**src/design/register_memory_exec_unit_defines.svh**
```systemverilog
// Assertion macros shared by the execution unit RTL.
// Expects i_clk and i_rst_n in the scope where a macro is used.
`ifndef REGISTER_MEMORY_EXEC_UNIT_DEFINES_SVH
`define REGISTER_MEMORY_EXEC_UNIT_DEFINES_SVH

// Same-cycle implication, checked outside reset
`define RME_ASSERT_IMP(lbl, ante, cons, msg) \
    lbl: assert property (@(posedge i_clk) disable iff (!i_rst_n) (ante) |-> (cons)) \
        else $error(msg);

// Next-cycle implication, checked outside reset
`define RME_ASSERT_NXT(lbl, ante, cons, msg) \
    lbl: assert property (@(posedge i_clk) disable iff (!i_rst_n) (ante) |=> (cons)) \
        else $error(msg);

`endif

```
**src/design/rme_ram.sv**
```systemverilog
// Generic single-write, single-read RAM with registered read data.
// No dependencies.
module rme_ram #(
    parameter int WIDTH = 32,
    parameter int DEPTH = 16
) (
    input  logic                     i_clk,
    input  logic                     i_we,
    input  logic [$clog2(DEPTH)-1:0] i_waddr,
    input  logic [WIDTH-1:0]         i_wdata,
    input  logic                     i_re,
    input  logic [$clog2(DEPTH)-1:0] i_raddr,
    output logic [WIDTH-1:0]         o_rdata
);

    logic [WIDTH-1:0] r_mem [DEPTH];
    logic [WIDTH-1:0] r_rdata;

    // Write port
    always_ff @(posedge i_clk) begin
        if (i_we) begin
            r_mem[i_waddr] <= i_wdata;
        end
    end

    // Registered read, old data on a same-address write
    always_ff @(posedge i_clk) begin
        if (i_re) begin
            r_rdata <= r_mem[i_raddr];
        end
    end

    assign o_rdata = r_rdata;

endmodule

```
**config.mk**
```make
export PLATFORM = sky130hd
export DESIGN_NAME = rme_ram
export DESIGN_NICKNAME = d
export VERILOG_FILES = /design/src/design/register_memory_exec_unit_defines.svh /design/src/design/rme_ram.sv
export SDC_FILE = /design/constraint.sdc
export NUM_CORES = 1
export LEC_CHECK = 0
export BUFFER_PORTS_ARGS = -buffer_cell sky130_fd_sc_hd__buf_2
export CORE_MARGIN = 3
export CORE_UTILIZATION = 40
export CTS_BUF_LIST = sky130_fd_sc_hd__clkbuf_2
export DETAILED_ROUTE_END_ITERATION = 8
export GPL_TIMING_DRIVEN = 0
export PLACE_DENSITY = 0.65
export REMOVE_ABC_BUFFERS = 1
export SYNTH_ARGS = -nofsm -noshare
export SYNTH_HDL_FRONTEND = slang
export SYNTH_SLANG_ARGS = --single-unit
```
**constraint.sdc**
```tcl
create_clock -name i_clk -period 6.7 [get_ports i_clk]
set_clock_uncertainty 0.15 [all_clocks]
set_input_delay 2.01 -clock i_clk [delete_from_list [all_inputs] [get_ports i_clk]]
set_output_delay 2.01 -clock i_clk [all_outputs]
set_load 0.01 [all_outputs]
```
==> PnR_summary.wiki <==
{| class="wikitable"
! Metric !! Value
|-
| Status || finished, final reports clean
|-
| Syn_area_per_cell || 24.1 µm²
|-
| Summed instance area of the synthesized netlist || 20200 µm²
|-
| Total power divided by cell area || 273 nW/µm²
|-
| Kind of start point of the critical path || register
|-
| Met3 wirelength from detailed routing || 3040 µm
|-
| Cell row count || 81
|-
| Worst path bufs/invs || 1
|-
| Top cell type by total area after synthesis || sky130_fd_sc_hd__edfxtp_1
|-
| Clk sink count || 544
|-
| Static leakage || 7.57 nW
|-
| Root Buffer || sky130_fd_sc_hd__clkbuf_2
|-
| # H-tree levels || 4
|-
| Fin. max-slew vios || 0
|-
| Starting utilization of the core area || 40.9%
|-
| Final critical-path required period || 3.76 ns
|-
| Design internal power || 4.84 mW
|-
| Pin count of the biggest net entering global routing || 80
|-
| Fin Setup TNS || 0 ns
|-
| Die width || 231 µm
|-
| DRC viols || 0
|-
| Top FF cell, synth || sky130_fd_sc_hd__edfxtp_1
|-
| Post-detailed-routing wire length || 41800 µm
|-
| Clock latency on the worst-skew pair || 1.02 ns
|-
| Synth area leaders || sky130_fd_sc_hd__edfxtp_1 81%, sky130_fd_sc_hd__mux4_2 14%, sky130_fd_sc_hd__a22oi_1 2.4%
|-
| Vias || 9549
|-
| Synth cell count leaders || 544 x sky130_fd_sc_hd__edfxtp_1, 128 x sky130_fd_sc_hd__mux4_2, 64 x sky130_fd_sc_hd__a22oi_1
|-
| Arrival @ worst endpoint || 1.60 ns
|-
| Required time at the endpoint of the critical path || 4.54 ns
|-
| PostCTS Resize Cnt || 0
|-
| Worst path max stage delay || 0.45 ns
|-
| Area grow syn2layout || 14.5%
|-
| Unrepaired setup endpoints after global routing || no
|-
| Tcrit/Tclk final || 56.2%
|-
| Synthesized netlist cell count || 838
|-
| Post-CTS Repair Setup Buffers || 0
|-
| List of cells traversed by the critical path || buf_2
|-
| Kind of cell adding the most delay to the critical path || flip-flops
|-
| CTS Hold Bufs || 0
|-
| Most used standard cell by instance count after synthesis || sky130_fd_sc_hd__edfxtp_1
|-
| Count of nets after finishing || 1079
|-
| Sequential-to-total area share from yosys stat || 81.0%
|-
| Sum of met2 wire segment lengths after detailed routing || 19800 µm
|-
| Combinational group share of total power || 5.4%
|-
| Number of enable-type register cells in the synthesized netlist || 544
|-
| Number of max-cap violations || 0
|-
| Routed length on met1 || 18300 µm
|-
| WS Path Type || register to output port
|-
| Initial antenna violation count || 5
|-
| Die ar. || 53200 µm²
|-
| Share of total power consumed by net switching || 23.1%
|-
| Crit path max fanout || 1
|-
| Initial detailed-routing violation count || 971
|-
| Upper clock frequency limit || 266 MHz
|-
| Kind of end point of the critical path || output port
|-
| Placement Setup Slack || 2.12 ns
|-
| Clock buffer count from CTS || 131
|-
| Post-synth ARST share || 0%
|-
| Unique masters post-synth || 17
|-
| Core region area || 49400 µm²
|-
| Number of vias per cell || 5.31
|-
| Routed length per instance || 23.2 µm
|-
| DPL Wire Length || 23400 µm
|-
| Endpoints failing hold || 0
|-
| Leftover overflow at the end of global routing || 0
|-
| First-pass GRT wire length || 63000 µm
|-
| Proportion of layout cells with a drive suffix above 1 || 40.7%
|-
| Slew headroom || 29.6%
|-
| NetSw || 1.45 mW
|-
| First-pass detailed-route iteration total || 5
|-
| Filler Cells Inserted || 4141
|-
| Remaining antenna violation count after routing || 0
|-
| Power share of the sequential group || 61.1%
|-
| Number of placed I/O pins || 75
|-
| Maximum root-to-sink buffer count || 3
|-
| Maximum vdd ir drop || 0.000133 V
|-
| Gpl congestion || 0.656
|-
| WHS || 0.569 ns
|-
| Clock network power share || 33.5%
|-
| Global Route Usage Sum || 16.1%
|-
| Area share of the leading cell type in the synthesized netlist || 81.0%
|-
| Worst setup slack after layout || 2.94 ns
|-
| Clock transition at the registers of the reported paths || 0.10 ns
|-
| Vert. Die Dim || 231 µm
|-
| Slew at the pin with the worst max-slew slack || 1.06 ns
|-
| # setup viols final || 0
|-
| Worst path slowest cell || sky130_fd_sc_hd__edfxtp_1
|-
| YS warnings || 0
|-
| Finished Core Util || 46.8%
|-
| Vias in the first global route || 10287
|-
| Flop and latch count out of synthesis || 544
|-
| Highest Signal Layer || met5
|-
| Number of I/O port buffers || 74
|-
| Clock tree from TritonCTS || built
|-
| Tightest Hold Check Type || register to register
|}
==> layout make-up <==
type | count | area, µm² | share of cell area (%)
Sequential cell | 544 | 16300 | 70.7
Multi-Input combinational cell | 251 | 3750 | 16.2
Timing Repair Buffer | 108 | 987 | 4.27
Clock buffer | 189 | 946 | 4.10
Tap cell | 664 | 831 | 3.60
Clock inverter | 42 | 245 | 1.06
Antenna cell | 1 | 2.50 | 0.0108
==> placed cells by master, fill, tap and decap left out, drive strengths merged <==
master,synthesis,layout
clkinv,0,30
nand2,33,33
and2,1,1
clkbuf,17,189
nor2b,2,2
buf,26,108
or3b,1,1
bufinv,0,3
inv,0,8
clkinvlp,0,1
nand2b,2,2
edfxtp,544,544
nor3,4,4
diode,0,1
nor2,13,13
a22oi,64,64
nand3,1,1
mux4,128,128
nand3b,2,2
==> final timing paths <==
check / from / end / slack [ns] / cells after the start
worst max-delay path: o_rdata[7] / o_rdata[7] / 2.94 / 1
worst min-delay path: r_mem[15][18] / o_rdata[18] / 0.57 / 3
worst max register to register: r_mem[2][14] / o_rdata[14] / 5.06 / 3
worst min register to register: r_mem[15][18] / o_rdata[18] / 0.57 / 3
==> sequential cells by signal, summed over array words and instances, names as in the netlist <==
signal / cells
o_rdata: 32
r_mem: 512
==> cell families (layout without fill, tap and decap cells) <==
group / Yosys count / after routing / share of synthesized area (%)
AO/OA/AOI/OAI: 64 / 64 / 2.38
flip-flops: 544 / 544 / 81.0
other: 0 / 1 / 0
multiplexers: 128 / 128 / 14.3
AND/OR/NAND/NOR: 59 / 59 / 1.25
buffers and inverters: 43 / 339 / 1.10
==> worst reg2reg max path: stages, from the launching register on <==
cell and delay (ns):
sky130_fd_sc_hd__edfxtp_1 0.39, sky130_fd_sc_hd__mux4_2 0.47, sky130_fd_sc_hd__a22oi_1 0.24, sky130_fd_sc_hd__nand2_1 0.12
==> layer usage <==
metal | GRT usage (%) | vias to the layer above
li1 | - | 4087
met1 | 22.8 | 5036
met2 | 24.3 | 347
met3 | 4.53 | 71
met4 | 5.55 | 8
met5 | 0 | -
==> per-stage QoR <==
| stage | cells | instance area (µm²) | power, mW |
|---|---|---|---|
| 2_1_floorplan | 795 | 20000 | 4.08 |
| 3_3_place_gp | 1533 | 21200 | 4.26 |
| 3_5_place_dp | 1567 | 21900 | 4.27 |
| 4_1_cts | 1798 | 23100 | 6.38 |
| 5_1_grt | 1799 | 23100 | 6.59 |
| 6_report | 1799 | 23100 | 6.30 |
==> power groups by stage <==
stage	Combinational, mW	Sequential [mW]	Clock [mW]
finish	0.340	3.84	2.11
global route	0.371	3.85	2.36
CTS	0.348	3.85	2.19
detailed placement	0.348	3.92	0
global placement	0.334	3.92	0
floorplan	0.147	3.93	0
(Power assumes the default switching activity.)
